### src/sv/vpbu_pkg.sv
// Shared constants and types of the voxel pattern bit unpacker.
package vpbu_pkg;

    localparam int MAX_SIDE    = 16;
    localparam int SIDE_W      = 5;
    localparam int COORD_W     = 4;
    localparam int COUNT_W     = 16;
    localparam int BYTE_W      = 8;
    localparam int BIT_IDX_W   = $clog2(BYTE_W);
    localparam int FIFO_DEPTH  = 4;
    localparam int FIFO_AW     = $clog2(FIFO_DEPTH);
    localparam int CFG_IDX_W   = 1;
    localparam int CFG_DATA_W  = 16;
    localparam int SIDE_RESET  = 8;

    typedef enum logic [CFG_IDX_W-1:0] {
        REG_BLOCK_SIDE    = 1'b0,
        REG_PATTERN_COUNT = 1'b1
    } cfg_reg_t;

    // Configuration as the back end uses it: last coordinate and pattern limit.
    typedef struct packed {
        logic [COORD_W-1:0] last;
        logic [COUNT_W-1:0] count;
    } eff_cfg_t;

    typedef struct packed {
        logic empty;
        logic full;
    } fifo_status_t;

endpackage

### src/sv/vpbu_front.sv
// Front end: configuration registers, side clamping and input byte acceptance.
module vpbu_front
    import vpbu_pkg::*;
(
    input  logic                  clk,
    input  logic                  rst_n,
    input  logic                  cfg_we,
    input  logic [CFG_IDX_W-1:0]  cfg_index,
    input  logic [CFG_DATA_W-1:0] cfg_data,
    input  logic                  in_valid,
    output logic                  in_stall,
    input  logic [BYTE_W-1:0]     data_byte,
    input  fifo_status_t          fifo_status,
    output logic                  push,
    output logic [BYTE_W-1:0]     push_data,
    output eff_cfg_t              eff_cfg
);

    logic [SIDE_W-1:0]  block_side_reg;
    logic [SIDE_W-1:0]  block_side_next;
    logic [COUNT_W-1:0] pattern_count_reg;
    logic [COUNT_W-1:0] pattern_count_next;
    logic [SIDE_W-1:0]  side_eff;
    logic [SIDE_W-1:0]  side_minus_one;

    always_comb
    begin
        block_side_next    = block_side_reg;
        pattern_count_next = pattern_count_reg;
        if (cfg_we)
        begin
            unique case (cfg_reg_t'(cfg_index))
                REG_BLOCK_SIDE:    block_side_next    = cfg_data[SIDE_W-1:0];
                REG_PATTERN_COUNT: pattern_count_next = cfg_data[COUNT_W-1:0];
                default:           ;
            endcase
        end
    end

    always_ff @(posedge clk or negedge rst_n)
    begin
        if (!rst_n)
        begin
            block_side_reg    <= SIDE_W'(SIDE_RESET);
            pattern_count_reg <= '0;
        end
        else
        begin
            block_side_reg    <= block_side_next;
            pattern_count_reg <= pattern_count_next;
        end
    end

    // A side of zero acts as one, and anything above the maximum is clamped.
    always_comb
    begin
        priority if (block_side_reg == '0)
            side_eff = SIDE_W'(1);
        else if (block_side_reg > SIDE_W'(MAX_SIDE))
            side_eff = SIDE_W'(MAX_SIDE);
        else
            side_eff = block_side_reg;
        side_minus_one = side_eff - SIDE_W'(1);
    end

    assign eff_cfg.last  = side_minus_one[COORD_W-1:0];
    assign eff_cfg.count = pattern_count_reg;

    assign in_stall  = fifo_status.full;
    assign push      = in_valid && !fifo_status.full;
    assign push_data = data_byte;

endmodule

### src/sv/vpbu_fifo.sv
// Small byte queue between the front end and the unpacking back end.
module vpbu_fifo
    import vpbu_pkg::*;
(
    input  logic              clk,
    input  logic              rst_n,
    input  logic              push,
    input  logic [BYTE_W-1:0] push_data,
    input  logic              pop,
    output logic [BYTE_W-1:0] head_data,
    output fifo_status_t      status
);

    logic [BYTE_W-1:0]  entry_reg [FIFO_DEPTH];
    logic [FIFO_AW-1:0] wr_ptr_reg;
    logic [FIFO_AW-1:0] wr_ptr_next;
    logic [FIFO_AW-1:0] rd_ptr_reg;
    logic [FIFO_AW-1:0] rd_ptr_next;
    logic [FIFO_AW:0]   fill_reg;
    logic [FIFO_AW:0]   fill_next;

    always_comb
    begin
        wr_ptr_next = push ? wr_ptr_reg + FIFO_AW'(1) : wr_ptr_reg;
        rd_ptr_next = pop ? rd_ptr_reg + FIFO_AW'(1) : rd_ptr_reg;
        fill_next   = fill_reg + (FIFO_AW+1)'(push) - (FIFO_AW+1)'(pop);
    end

    always_ff @(posedge clk or negedge rst_n)
    begin
        if (!rst_n)
        begin
            wr_ptr_reg <= '0;
            rd_ptr_reg <= '0;
            fill_reg   <= '0;
        end
        else
        begin
            wr_ptr_reg <= wr_ptr_next;
            rd_ptr_reg <= rd_ptr_next;
            fill_reg   <= fill_next;
        end
    end

    always_ff @(posedge clk)
    begin
        if (push)
        begin
            entry_reg[wr_ptr_reg] <= push_data;
        end
    end

    assign head_data    = entry_reg[rd_ptr_reg];
    assign status.empty = (fill_reg == '0);
    assign status.full  = (fill_reg == (FIFO_AW+1)'(FIFO_DEPTH));

endmodule

### src/sv/vpbu_back.sv
// Back end: walks the head byte's bits; one voxel per cycle unless starved or stalled.
module vpbu_back
    import vpbu_pkg::*;
(
    input  logic               clk,
    input  logic               rst_n,
    input  eff_cfg_t           eff_cfg,
    input  fifo_status_t       fifo_status,
    input  logic [BYTE_W-1:0]  head_data,
    output logic               pop,
    output logic               out_valid,
    input  logic               out_stall,
    output logic [COUNT_W-1:0] pattern_index,
    output logic [COORD_W-1:0] voxel_x,
    output logic [COORD_W-1:0] voxel_y,
    output logic [COORD_W-1:0] voxel_z,
    output logic               occupied,
    output logic               pattern_end,
    output logic               run_last
);

    logic [COUNT_W-1:0]   pattern_counter_reg;
    logic [COUNT_W-1:0]   pattern_counter_next;
    logic [COORD_W-1:0]   x_counter_reg;
    logic [COORD_W-1:0]   x_counter_next;
    logic [COORD_W-1:0]   y_counter_reg;
    logic [COORD_W-1:0]   y_counter_next;
    logic [COORD_W-1:0]   z_counter_reg;
    logic [COORD_W-1:0]   z_counter_next;
    logic [BIT_IDX_W-1:0] bit_idx_reg;
    logic [BIT_IDX_W-1:0] bit_idx_next;
    logic                 out_valid_reg;
    logic                 out_valid_next;
    logic [COUNT_W-1:0]   pattern_index_reg;
    logic [COORD_W-1:0]   voxel_x_reg;
    logic [COORD_W-1:0]   voxel_y_reg;
    logic [COORD_W-1:0]   voxel_z_reg;
    logic                 occupied_reg;
    logic                 pattern_end_reg;
    logic                 run_last_reg;

    logic advance;
    logic stream_done;
    logic emit;
    logic x_wrap;
    logic y_wrap;
    logic z_wrap;
    logic end_of_pattern;
    logic last_bit;

    assign advance        = !fifo_status.empty && (!out_valid_reg || !out_stall);
    assign stream_done    = (pattern_counter_reg >= eff_cfg.count);
    assign emit           = advance && !stream_done;
    assign x_wrap         = (x_counter_reg >= eff_cfg.last);
    assign y_wrap         = (y_counter_reg >= eff_cfg.last);
    assign z_wrap         = (z_counter_reg >= eff_cfg.last);
    assign end_of_pattern = x_wrap && y_wrap && z_wrap;
    assign last_bit       = (bit_idx_reg == BIT_IDX_W'(BYTE_W-1));

    // Once every pattern is complete the head byte is dropped without emitting a voxel.
    // Otherwise it is popped after its eighth bit or after a pattern's final
    // voxel, which discards the padding bits.
    assign pop = advance && (stream_done || last_bit || end_of_pattern);

    always_comb
    begin
        pattern_counter_next = pattern_counter_reg;
        x_counter_next       = x_counter_reg;
        y_counter_next       = y_counter_reg;
        z_counter_next       = z_counter_reg;
        bit_idx_next         = bit_idx_reg;
        if (emit)
        begin
            if (x_wrap)
            begin
                x_counter_next = '0;
                if (y_wrap)
                begin
                    y_counter_next = '0;
                    if (z_wrap)
                        z_counter_next = '0;
                    else
                        z_counter_next = z_counter_reg + COORD_W'(1);
                end
                else
                begin
                    y_counter_next = y_counter_reg + COORD_W'(1);
                end
            end
            else
            begin
                x_counter_next = x_counter_reg + COORD_W'(1);
            end
            if (end_of_pattern)
                pattern_counter_next = pattern_counter_reg + COUNT_W'(1);
        end
        if (pop)
            bit_idx_next = '0;
        else if (emit)
            bit_idx_next = bit_idx_reg + BIT_IDX_W'(1);
        if (emit)
            out_valid_next = 1'b1;
        else if (out_valid_reg && out_stall)
            out_valid_next = 1'b1;
        else
            out_valid_next = 1'b0;
    end

    always_ff @(posedge clk or negedge rst_n)
    begin
        if (!rst_n)
        begin
            pattern_counter_reg <= '0;
            x_counter_reg       <= '0;
            y_counter_reg       <= '0;
            z_counter_reg       <= '0;
            bit_idx_reg         <= '0;
            out_valid_reg       <= 1'b0;
        end
        else
        begin
            pattern_counter_reg <= pattern_counter_next;
            x_counter_reg       <= x_counter_next;
            y_counter_reg       <= y_counter_next;
            z_counter_reg       <= z_counter_next;
            bit_idx_reg         <= bit_idx_next;
            out_valid_reg       <= out_valid_next;
        end
    end

    always_ff @(posedge clk)
    begin
        if (emit)
        begin
            pattern_index_reg <= pattern_counter_reg;
            voxel_x_reg       <= x_counter_reg;
            voxel_y_reg       <= y_counter_reg;
            voxel_z_reg       <= z_counter_reg;
            occupied_reg      <= head_data[bit_idx_reg];
            pattern_end_reg   <= end_of_pattern;
            run_last_reg      <= last_bit || end_of_pattern;
        end
    end

    assign out_valid     = out_valid_reg;
    assign pattern_index = pattern_index_reg;
    assign voxel_x       = voxel_x_reg;
    assign voxel_y       = voxel_y_reg;
    assign voxel_z       = voxel_z_reg;
    assign occupied      = occupied_reg;
    assign pattern_end   = pattern_end_reg;
    assign run_last      = run_last_reg;

endmodule

### src/sv/voxel_pattern_bit_unpacker_core.sv
// Top level of the voxel pattern bit unpacker: front end, byte queue and back end.
//
//  Channel  | Direction | Handshake          | Payload
//  ---------+-----------+--------------------+------------------------------------------
//  input    | in        | in_valid/in_stall  | data_byte
//  output   | out       | out_valid/out_stall| pattern_index, voxel_x/y/z, occupied,
//           |           |                    | pattern_end, run_last
//  config   | in        | cfg_we             | cfg_index, cfg_data
//
// A byte yields one voxel per bit, up to eight; the back end takes bits from the head
// of a four-entry byte queue and, unless it is empty or the output stalls, produces
// one voxel per cycle. A byte that arrives after the last pattern leaves the queue unused.
// Results are registered and appear in the cycle after the back end takes the bit from the queue.
// Reset clears the counters and the queue; block_side resets to 8, pattern_count to 0.
// A stalled output holds the back end, and the input stalls only when the queue is full.
module voxel_pattern_bit_unpacker_core
    import vpbu_pkg::*;
(
    input  logic                  clk,
    input  logic                  rst_n,
    input  logic                  cfg_we,
    input  logic [CFG_IDX_W-1:0]  cfg_index,
    input  logic [CFG_DATA_W-1:0] cfg_data,
    input  logic                  in_valid,
    output logic                  in_stall,
    input  logic [BYTE_W-1:0]     data_byte,
    output logic                  out_valid,
    input  logic                  out_stall,
    output logic [COUNT_W-1:0]    pattern_index,
    output logic [COORD_W-1:0]    voxel_x,
    output logic [COORD_W-1:0]    voxel_y,
    output logic [COORD_W-1:0]    voxel_z,
    output logic                  occupied,
    output logic                  pattern_end,
    output logic                  run_last
);

    eff_cfg_t          eff_cfg;
    fifo_status_t      fifo_status;
    logic              push;
    logic [BYTE_W-1:0] push_data;
    logic              pop;
    logic [BYTE_W-1:0] head_data;

    vpbu_front u_front (
        .clk         (clk),
        .rst_n       (rst_n),
        .cfg_we      (cfg_we),
        .cfg_index   (cfg_index),
        .cfg_data    (cfg_data),
        .in_valid    (in_valid),
        .in_stall    (in_stall),
        .data_byte   (data_byte),
        .fifo_status (fifo_status),
        .push        (push),
        .push_data   (push_data),
        .eff_cfg     (eff_cfg)
    );

    vpbu_fifo u_fifo (
        .clk       (clk),
        .rst_n     (rst_n),
        .push      (push),
        .push_data (push_data),
        .pop       (pop),
        .head_data (head_data),
        .status    (fifo_status)
    );

    vpbu_back u_back (
        .clk           (clk),
        .rst_n         (rst_n),
        .eff_cfg       (eff_cfg),
        .fifo_status   (fifo_status),
        .head_data     (head_data),
        .pop           (pop),
        .out_valid     (out_valid),
        .out_stall     (out_stall),
        .pattern_index (pattern_index),
        .voxel_x       (voxel_x),
        .voxel_y       (voxel_y),
        .voxel_z       (voxel_z),
        .occupied      (occupied),
        .pattern_end   (pattern_end),
        .run_last      (run_last)
    );

endmodule
### config.mk
export PLATFORM = sky130hd
export DESIGN_NAME = voxel_pattern_bit_unpacker_core
export DESIGN_NICKNAME = d
export VERILOG_FILES = /design/src/sv/vpbu_pkg.sv /design/src/sv/vpbu_front.sv /design/src/sv/vpbu_fifo.sv /design/src/sv/vpbu_back.sv /design/src/sv/voxel_pattern_bit_unpacker_core.sv
export SDC_FILE = /design/constraint.sdc
export NUM_CORES = 1
export LEC_CHECK = 0
export BUFFER_PORTS_ARGS = -buffer_cell sky130_fd_sc_hd__buf_2
export CAP_MARGIN = 20
export CORE_MARGIN = 10
export CORE_UTILIZATION = 45
export DETAILED_ROUTE_END_ITERATION = 16
export GPL_TIMING_DRIVEN = 0
export PLACE_DENSITY_LB_ADDON = 0.08
export SETUP_SLACK_MARGIN = 0.2
export SYNTH_ARGS = -nofsm -noshare
export SYNTH_HDL_FRONTEND = slang
export SYNTH_HIERARCHICAL = 1
export SYNTH_SLANG_ARGS = --single-unit
### constraint.sdc
create_clock -name clk -period 5.7 [get_ports clk]
set_clock_uncertainty 0.2 [all_clocks]
set_input_delay 0.855 -clock clk [delete_from_list [all_inputs] [get_ports clk]]
set_output_delay 0.855 -clock clk [all_outputs]
set_load 0.02 [all_outputs]
After elaboration in Yosys (flattened, before gate mapping)
Memory sizes are Yosys's and may differ from the RTL's.
Index checks and enable logic that the tools add are counted.
{"block": "totals", "register_bits": 91, "in_bits": 30, "ramBits": 32, "mem_count": 1}
{"block": "op_classes", "n_eq_ne": 2, "n_reduce_logical": 24, "addsub": 10, "bitwise_logic": 1, "n_lt_le_gt_ge": 6, "n_mux": 13}
{"memory": "u_fifo.entry_reg", "words": 4, "width": 8, "read_ports": 1, "rd_ports_with_merged_regs": 0, "wr": 1, "line_no": "vpbu_fifo.sv:14", "source": "logic [BYTE_W-1:0] entry_reg [FIFO_DEPTH];"}
{"op": "4-bit two-way mux", "count": 5}
{"op": "16-bit by 1-bit adder with 16-bit output (second input constant)", "count": 1}
{"op": "16-bit greater-or-equal comparator", "count": 1}
{"op": "4-bit by 1-bit adder with 4-bit output (second input constant)", "count": 3}
{"op": "4-bit greater-or-equal comparator", "count": 3}
{"op": "2-bit AND reduction", "count": 4}
{"op": "1-bit logical AND", "count": 7}
{"op": "3-bit equality test (second input constant)", "count": 2}
{"op": "3-bit two-way mux", "count": 2}
{"op": "5-bit greater-than comparator (second input constant)", "count": 1}
{"op": "1-bit logical NOT", "count": 5}
{"op": "5-bit logical NOT", "count": 1}
{"op": "1-bit two-way mux", "count": 5}
{"op": "2-bit by 1-bit adder with 2-bit output (second input constant)", "count": 2}
{"op": "1-bit logical OR", "count": 4}
{"op": "3-bit by 4-bit less-than comparator with 1-bit output (second input constant)", "count": 1}
{"op": "4-bit by 1-bit subtractor with 4-bit output (second input constant)", "count": 1}
{"op": "3-bit by 1-bit adder with 3-bit output", "count": 1}
{"op": "3-bit by 1-bit adder with 3-bit output (second input constant)", "count": 1}
{"op": "1-bit binary-select mux with 3-bit select", "count": 1}
{"op": "3-bit logical NOT", "count": 1}
{"op": "3-bit AND reduction", "count": 1}
{"op": "3-bit by 1-bit subtractor with 3-bit output", "count": 1}
{"op": "2-bit nonzero test", "count": 1}
{"op": "1-bit inverter", "count": 1}

Depth between registers and ports, before layout
Gate-level depths: netlist (run 1).
{"block": "logic_depth", "ltp_word": 10, "mapped_depth": 17, "depth_no_buf": 17}

Modules after synthesis
Netlist (run 1), hierarchy kept.
{"mod": "vpbu_back", "area_each_um2": 3301.9, "cells_per_inst": 270, "instances": 1}
{"mod": "vpbu_fifo", "area_each_um2": 1542.7, "cells_per_inst": 76, "instances": 1}
{"mod": "vpbu_front", "area_each_um2": 924.6, "cells_per_inst": 65, "instances": 1}

Least setup slack after synthesis (run 1)
No wires, ideal clock.
{"block": "synth_timing", "path_kind": "reg-to-reg", "from": "reg u_front.block_side_reg[3]", "to": "reg u_fifo.fill_reg[2]", "path_stages_with_launch": 18, "path_slack_ps": 2008, "t_arrival_ps": 3370, "synth_period_minus_slack_ps": 3692, "path_cell_list": "dfstp_2 -> nor3_1 -> o21bai_1 -> ha_1 -> xnor2_1 -> inv_1 -> ha_1 -> o21a_1 -> nor2_1 -> a21oi_1 -> nand3_2 -> nand2b_1 -> o21ba_2 -> ha_1 -> inv_1 -> ha_1 -> fa_1 -> xnor2_1"}
{"element": "start, declared", "line_no": "vpbu_front.sv:19", "source": "logic [SIDE_W-1:0] block_side_reg;"}
{"element": "start signal, assigned", "line_no": "vpbu_front.sv:44", "source": "block_side_reg <= SIDE_W'(SIDE_RESET);"}
{"element": "start signal, assigned", "line_no": "vpbu_front.sv:49", "source": "block_side_reg <= block_side_next;"}
{"element": "end signal, assigned", "line_no": "vpbu_fifo.sv:41", "source": "fill_reg <= fill_next;"}
{"element": "end, declared", "line_no": "vpbu_fifo.sv:19", "source": "logic [FIFO_AW:0] fill_reg;"}

==> results of run 1 <==
-- cell families (layout without fill, tap and decap cells) --
group | count (synthesis) | count (layout) | share of synthesized area [%]
xor+xnor | 21 | 21 | 3.19
mux | 34 | 34 | 8.59
buf+inv | 54 | 141 | 4.68
fa+ha+maj | 42 | 42 | 9.24
compound gates | 46 | 46 | 5.16
flops | 123 | 123 | 58.8
simple gates | 91 | 91 | 10.3
-- stage by stage --
step / power, mW / hold slack [ns] / worst slack [ns] / area, um2 / util (%)
2_1_floorplan: 2.04 / 0.262 / 2.01 / 5770 / -
3_3_place_gp: 2.29 / 0.292 / 1.38 / 6250 / 49.8
3_5_place_dp: 2.35 / 0.294 / 1.33 / 6280 / 50.0
4_1_cts: 3.35 / 0.305 / 1.32 / 6830 / 54.3
5_1_grt: 3.52 / 0.313 / 1.05 / 6830 / 54.3
6_report: 3.29 / 0.300 / 1.38 / 6830 / 54.3
-- Yosys cell counts (4+ instances only) --
library cell               instances
sky130_fd_sc_hd__nand2b_1          9
sky130_fd_sc_hd__xor2_1           16
sky130_fd_sc_hd__buf_4            10
sky130_fd_sc_hd__nand4_1           4
sky130_fd_sc_hd__mux4_2           10
sky130_fd_sc_hd__nand3_1           9
sky130_fd_sc_hd__inv_1            38
sky130_fd_sc_hd__nand2_1          18
sky130_fd_sc_hd__nor2_1           10
sky130_fd_sc_hd__o21ai_0          16
sky130_fd_sc_hd__nor4_2            9
sky130_fd_sc_hd__dfrtp_1          59
sky130_fd_sc_hd__a21oi_1           7
sky130_fd_sc_hd__xnor2_1           5
sky130_fd_sc_hd__and2_1            4
sky130_fd_sc_hd__o31ai_1           5
sky130_fd_sc_hd__edfxtp_1         63
sky130_fd_sc_hd__mux2_2           23
sky130_fd_sc_hd__nor2b_1           4
sky130_fd_sc_hd__o21ai_1           4
sky130_fd_sc_hd__ha_1             41
sky130_fd_sc_hd__nor3_1            7
-- layout make-up --
type                       count  share of cell area [%]
buffer                        16                    1.87
clock buffer                  23                    6.85
clock inverter                 9                    1.12
inverter                      38                    2.09
multi-input combinational    234                    30.8
sequential                   123                    49.7
tap                          172                    3.15
timing repair buffer          55                    4.40
-- where the power goes --
part	switching (mW)	total [mW]	internal [mW]
clock	0.365	0.981	0.617
combinational	0.561	0.971	0.409
sequential	0.123	1.34	1.21
total	1.05	3.29	2.24
-- routing by layer --
layer / vias up / part of all wire (%) / global-route usage, % / wire (um)
met5: - / 0 / 0 / 0
met4: 0 / 1.9 / 5.99 / 208
met3: 15 / 5.1 / 4.40 / 549
met2: 65 / 48 / 21.1 / 5170
met1: 1627 / 45 / 16.3 / 4940
li1: 1643 / - / - / -
-- path summary, 6_finish.rpt --
kind                            cells past startpoint                                 startpoint                                   endpoint  slack (ns)
min in group asynchronous                           1                                      rst_n           u_fifo/wr_ptr_reg[1]$_DFFE_PN0P_        0.32
max in group asynchronous                           1                                      rst_n  u_front/pattern_count_reg[14]$_DFFE_PN0P_        4.43
worst min-delay path                                1  u_front/pattern_count_reg[12]$_DFFE_PN0P_  u_front/pattern_count_reg[12]$_DFFE_PN0P_        0.30
worst max register to register                     16      u_front/block_side_reg[3]$_DFFE_PN1P_               u_fifo/fill_reg[1]$_DFF_PN0_        1.38
worst min register to register                      1  u_front/pattern_count_reg[12]$_DFFE_PN0P_  u_front/pattern_count_reg[12]$_DFFE_PN0P_        0.30
worst max-delay path                               16      u_front/block_side_reg[3]$_DFFE_PN1P_               u_fifo/fill_reg[1]$_DFF_PN0_        1.38
-- worst reg2reg max path, cell delays in order, from the launching register on --
cell,delay [ns]
sky130_fd_sc_hd__dfstp_2,0.54
sky130_fd_sc_hd__nor3_1,0.05
sky130_fd_sc_hd__o21bai_1,0.33
sky130_fd_sc_hd__ha_1,0.23
sky130_fd_sc_hd__xnor2_1,0.12
sky130_fd_sc_hd__inv_1,0.11
sky130_fd_sc_hd__ha_1,0.29
sky130_fd_sc_hd__o21a_1,0.10
sky130_fd_sc_hd__nor2_1,0.04
sky130_fd_sc_hd__a21oi_1,0.44
sky130_fd_sc_hd__nand3_2,0.38
sky130_fd_sc_hd__nand2b_1,0.27
sky130_fd_sc_hd__o21ba_2,0.22
sky130_fd_sc_hd__ha_1,0.23
sky130_fd_sc_hd__inv_1,0.06
sky130_fd_sc_hd__ha_1,0.15
sky130_fd_sc_hd__fa_1,0.42
==> flow_summary.ini, run 1 <==
[run_status]
outcome = completed

[timing]
fmaxAchievable_ghz = 0.232
worst_pin_slew_ns = 0.792
tns_ns = 0
min_period_ns = 4.32
timing.max_slew.rel_slack_pct = 47.2
final-max-slew-violation-count = 0
finalSetupViolations = 0
hold_viol = 0
period_share_pct = 75.7
rsz0062_at_grt = false

[logic_synthesis]
top_area_cells_in_the_synthesized_netlist = sky130_fd_sc_hd__edfxtp_1 33%, sky130_fd_sc_hd__dfrtp_1 26%, sky130_fd_sc_hd__ha_1 8.9%
synth_ff_type = sky130_fd_sc_hd__edfxtp_1
synth_top_area_cell = sky130_fd_sc_hd__edfxtp_1
synthesis.area_um2 = 5770
number_of_instances_in_the_synthesized_netlist = 411
synthesis.area_per_instance_um2 = 14.0
mappedNetlistNets = 483
proportion_of_netlist_area_held_by_the_largest_area_contributor_pct = 32.8
count_of_flip_flops_with_a_built_in_enable_after_synthesis = 63
yosys.cell_types.count = 49
yosysSeqAreaShare_pct = 58.8
synth_async_sr_flop_share_pct = 48.8
synth-seq-cells = 123
synthesis.yosys.warnings = 6

[clock_network]
cts.reportedPaths.clkPinSlew_ns = 0.05
total_cts_buffers = 17
cts_root_buffer = sky130_fd_sc_hd__clkbuf_16
holdBufCountCts = 0
clock_sink_count = 123
clk_path_buf_depth = 2
htree_levels = 4
buffers_inserted_during_post_cts_setup_optimization = 0
clk-insertion-delay-late_ns = 0.41
cts_tree = yes
post_cts_resized = 0

[floorplan]
die-area_um2 = 17800
ioPinCount = 63
die_height_um = 133
start_util_pct = 45.9
coreArea_um2 = 12600
placementRows = 41
dieWidth_um = 133

[setup_path]
cp.buffers_inverters = 2
slowest_stage = sky130_fd_sc_hd__dfstp_2
end_kind = register
path_max_fanout = 9
timing.critical_path.required_ns = 5.78
critical_path.top_delay_family = adder cells
path_common_cell = sky130_fd_sc_hd__ha_1
highest_cell_delay_on_the_worst_timing_path_ns = 0.54
worstPathCellList = nor3_1 > o21bai_1 > ha_1 > xnor2_1 > inv_1 > ha_1 > o21a_1 > nor2_1 > a21oi_1 > nand3_2 > nand2b_1 > o21ba_2 > ha_1 > inv_1 > ha_1 > fa_1
kind_of_launch_point_of_the_worst_setup_path = register
timing.setup.critical_path_class = reg2reg
critical_path_arrival_ns = 4.39

[min_path]
hold_wc_path_type = reg2reg

[routing]
count_of_routing_violations_after_the_opening_detailed_route_iteration = 153
dr.pass1.iters = 4
avgRoutedWirePerCell_um = 16.2
vias = 3350
aggregate_routed_wire_length_mm = 10.9
drc = 0
via_per_inst = 5.00
final_ant_viol_nets = 0

[pwr]
cellPowerDensity_nw_per_um2 = 481
vdd_ir_drop_max_mv = 0.252
power.static_leakage_nw = 3.02

[finish]
post_layout_net_count = 557
max_reg_flops = 32
layout.cells.most_common = sky130_fd_sc_hd__edfxtp_1
most-common-layout-cells = 63 x sky130_fd_sc_hd__edfxtp_1, 59 x sky130_fd_sc_hd__dfrtp_1, 56 x sky130_fd_sc_hd__buf_2
area_growth_pct = 18.4
final_cell_count_no_fill = 670
sequential_cell_area_um2 = 3390
multiInputGateArea_um2 = 2100
n_fill_cell = 1074
drive_gt1_share_pct = 29.7
insertedDiodeCount = 0

[grt]
grt-ovfl-total = 0
largest_net_degree_at_the_start_of_global_routing = 61
first_global_vias = 3684
grt_first_pass_wirelength_mm = 18.8
initial_antenna_violation_count = 0
track_usage_pct = 13.4

[placed_design]
dp.cells = 638
place.port_buffers = 54
detailedPlacementHpwl_mm = 7.85
gpl.final_weighted_congestion = 0.778

[run]
cap_viol_max_count = 0
No activity file was read; power rests on OpenSTA's default activity.
==> run 2: changes to the inputs <==
ABC_AREA = 1   (was not set)
clock period = 3.9 ns   (was 5.7 ns; I/O delays follow)
==> run 2 against run 1 <==
- fmax increased by 23%
- critical path depth increased by 7
- sequential share of layout area decreased by 5.1 points
- synthesized cell count increased by 56%
- utilization increased by 0.51 points
- setup slack got worse by 1.0 ns
- largest power group is now combinational logic
- global-route usage increased by 0.59 points
- synthesized area increased by 11%
- register-to-register slack got worse by 1.0 ns
==> flow_summary.ini, run 2 <==
[grt]
track_usage_pct = 14.0
grt-ovfl-total = 0
first_global_vias = 4469
largest_net_degree_at_the_start_of_global_routing = 61
grt_first_pass_wirelength_mm = 22.1
initial_antenna_violation_count = 0

[floorplan]
coreArea_um2 = 13900
die-area_um2 = 19400
placementRows = 43
start_util_pct = 46.1
dieWidth_um = 139
ioPinCount = 63
die_height_um = 139

[setup_path]
timing.setup.critical_path_class = reg2reg
critical_path_arrival_ns = 3.67
timing.critical_path.required_ns = 4.05
end_kind = register
worstReg2RegStart = u_front/block_side_reg[2]$_DFFE_PN0P_
path_max_fanout = 3
timing.reg2reg.worst_path_depth = 23
worstReg2RegEnd = u_fifo/fill_reg[2]$_DFF_PN0_
kind_of_launch_point_of_the_worst_setup_path = register
timing.reg2reg.setup_slack_ns = 0.38

[run_status]
outcome = completed

[clock_network]
clk_path_buf_depth = 2
htree_levels = 4
clock_sink_count = 123
cts_root_buffer = sky130_fd_sc_hd__clkbuf_16
cts_tree = yes
cts.reportedPaths.clkPinSlew_ns = 0.06
total_cts_buffers = 17
holdBufCountCts = 0
clk-insertion-delay-late_ns = 0.42

[routing]
drc = 0
dr.pass1.iters = 4
count_of_routing_violations_after_the_opening_detailed_route_iteration = 363
aggregate_routed_wire_length_mm = 13.0
vias = 4401
avgRoutedWirePerCell_um = 14.1
final_ant_viol_nets = 0
via_per_inst = 4.80

[logic_synthesis]
synthesis.area_um2 = 6390
mappedNetlistNets = 715
synth_top_area_cell = sky130_fd_sc_hd__edfxtp_1
number_of_instances_in_the_synthesized_netlist = 643
count_of_flip_flops_with_a_built_in_enable_after_synthesis = 63
synth.most_common_cell = sky130_fd_sc_hd__nand2_1
synth_async_sr_flop_share_pct = 48.8
synth_ff_type = sky130_fd_sc_hd__edfxtp_1
synth.top_cells.by_count = 135 x sky130_fd_sc_hd__nand2_1, 122 x sky130_fd_sc_hd__inv_1, 63 x sky130_fd_sc_hd__edfxtp_1
synthesis.area_per_instance_um2 = 9.94
yosysSeqAreaShare_pct = 53.1
top_area_cells_in_the_synthesized_netlist = sky130_fd_sc_hd__edfxtp_1 30%, sky130_fd_sc_hd__dfrtp_1 23%, sky130_fd_sc_hd__ha_1 8.0%
proportion_of_netlist_area_held_by_the_largest_area_contributor_pct = 29.6
yosys.cell_types.count = 39
synth-seq-cells = 123
synthesis.yosys.warnings = 6

[min_path]
hold_wc_path_type = in2async

[finish]
final_cell_count_no_fill = 917
area_growth_pct = 19.1
layout.cells.most_common = sky130_fd_sc_hd__nand2_1
max_reg_flops = 32
most-common-layout-cells = 132 x sky130_fd_sc_hd__nand2_1, 120 x sky130_fd_sc_hd__inv_1, 63 x sky130_fd_sc_hd__edfxtp_1
post-route-util_pct = 54.8
drive_gt1_share_pct = 24.0
n_fill_cell = 1236
stdcell_area_um2 = 7610
insertedDiodeCount = 0
post_layout_net_count = 796

[placed_design]
dp.cells = 878
place.port_buffers = 54
detailedPlacementHpwl_mm = 9.19
gpl.final_weighted_congestion = 0.812
dpl_cell_area_um2 = 6920

[timing]
worst_pin_slew_ns = 0.873
min_period_ns = 3.52
timing.max_slew.rel_slack_pct = 41.7
finalSetupViolations = 0
fmaxAchievable_ghz = 0.284
tns_ns = 0
final-max-slew-violation-count = 0
holdWs_ns = 0.0407
rsz0062_at_grt = false
period_share_pct = 90.3
hold_viol = 0

[pwr]
power.static_leakage_nw = 3.76
vdd_ir_drop_max_mv = 0.304
cellPowerDensity_nw_per_um2 = 829

[run]
cap_viol_max_count = 0
## run 2: cell types whose count changed after synthesis, sizes merged, moves of 10 or more
cell   before  now
nor2       10   33
o21ai      20   40
mux2       24   11
inv        38  124
nand3      10   43
mux4       10    0
nor4       11    0
nand2      19  148
## run 2: worst max-delay path, stage by stage, from the launching register on
cell	delay, ns
sky130_fd_sc_hd__dfrtp_1	0.41
sky130_fd_sc_hd__nor2_1	0.12
sky130_fd_sc_hd__nand2_1	0.10
sky130_fd_sc_hd__nand2_2	0.10
sky130_fd_sc_hd__nand2_4	0.06
sky130_fd_sc_hd__ha_1	0.21
sky130_fd_sc_hd__xnor2_1	0.18
sky130_fd_sc_hd__inv_2	0.08
sky130_fd_sc_hd__ha_1	0.29
sky130_fd_sc_hd__nand2_1	0.06
sky130_fd_sc_hd__inv_1	0.05
sky130_fd_sc_hd__o21ai_1	0.08
sky130_fd_sc_hd__nand3_2	0.13
sky130_fd_sc_hd__nand3_4	0.12
sky130_fd_sc_hd__nand2_4	0.07
sky130_fd_sc_hd__nor2_4	0.09
sky130_fd_sc_hd__nor2_2	0.06
sky130_fd_sc_hd__ha_1	0.27
sky130_fd_sc_hd__inv_1	0.04
sky130_fd_sc_hd__ha_1	0.18
sky130_fd_sc_hd__fa_2	0.34
sky130_fd_sc_hd__inv_1	0.06
sky130_fd_sc_hd__nand3_1	0.07
sky130_fd_sc_hd__nand2_1	0.07
## run 2: area by class of cell
class,instances,area [um2],share of cell area [%]
clock buffer,18,429,5.64
clock inverter,14,125,1.64
timing repair buffer,62,353,4.63
multi-input combinational,377,2430,31.9
sequential,123,3390,44.6
buffer,19,188,2.47
tap,180,225,2.96
inverter,124,470,6.18
## run 2: power by group
part / switching (mW) / leakage [nW] / internal (mW)
combinational: 1.63 / 2.19 / 0.983
sequential: 0.317 / 1.30 / 1.94
clock: 0.575 / 0.266 / 0.874
## run 2: metrics by stage
stage          worst slack (ns)  power (mW)
6_report                  0.378        6.31
5_1_grt                   0.171        6.85
4_1_cts                   0.206        6.34
3_5_place_dp             -0.181        4.76
3_3_place_gp            -0.0745        4.63
2_1_floorplan             0.341        4.02
## run 2: worst max-delay path by stage
stage | from | endpoint | slack [ns] | cells after the start
after global routing | u_front/block_side_reg[2]$_DFFE_PN0P_ | u_fifo/fill_reg[2]$_DFF_PN0_ | 0.17 | 23
after detailed placement | u_front/block_side_reg[3]$_DFFE_PN1P_ | u_fifo/fill_reg[2]$_DFF_PN0_ | -0.18 | 23
after CTS | u_front/block_side_reg[3]$_DFFE_PN1P_ | u_fifo/fill_reg[2]$_DFF_PN0_ | 0.21 | 23
after global placement | u_front/block_side_reg[3]$_DFFE_PN1P_ | u_fifo/fill_reg[2]$_DFF_PN0_ | -0.07 | 23
after floorplan | u_front/block_side_reg[3]$_DFFE_PN1P_ | u_fifo/fill_reg[2]$_DFF_PN0_ | 0.34 | 23
final | u_front/block_side_reg[2]$_DFFE_PN0P_ | u_fifo/fill_reg[2]$_DFF_PN0_ | 0.38 | 23
## run 2: layer usage
layer / share of wire, % / global-route usage, % / vias to the layer above
li1: - / - / 2218
met2: 45 / 21.1 / 86
met4: 2.0 / 6.26 / 0
met5: 0 / 0 / -
met3: 4.4 / 4.21 / 22
met1: 49 / 18.0 / 2075
## run 2: logic make-up (layout without fill, tap and decap cells)
kind of cell	count (synthesis)	in the layout	share of synthesized area (%)
XOR/XNOR	21	21	2.88
buffers and inverters	143	237	10.3
multiplexers	11	11	2.52
adder cells (fa/ha/maj)	42	42	8.34
AND/OR/NAND/NOR	243	243	17.0
flip-flops	123	123	53.1
AO/OA/AOI/OAI	60	60	5.87
## run 2: what timing repair did
action                                  in CTS  in global routing
endpoints found under the setup margin       2                  2
gates resized for setup                     10                 10
pin swaps                                    6                 10
buffers inserted                             4                  3
endpoints found under the hold margin        0                  0
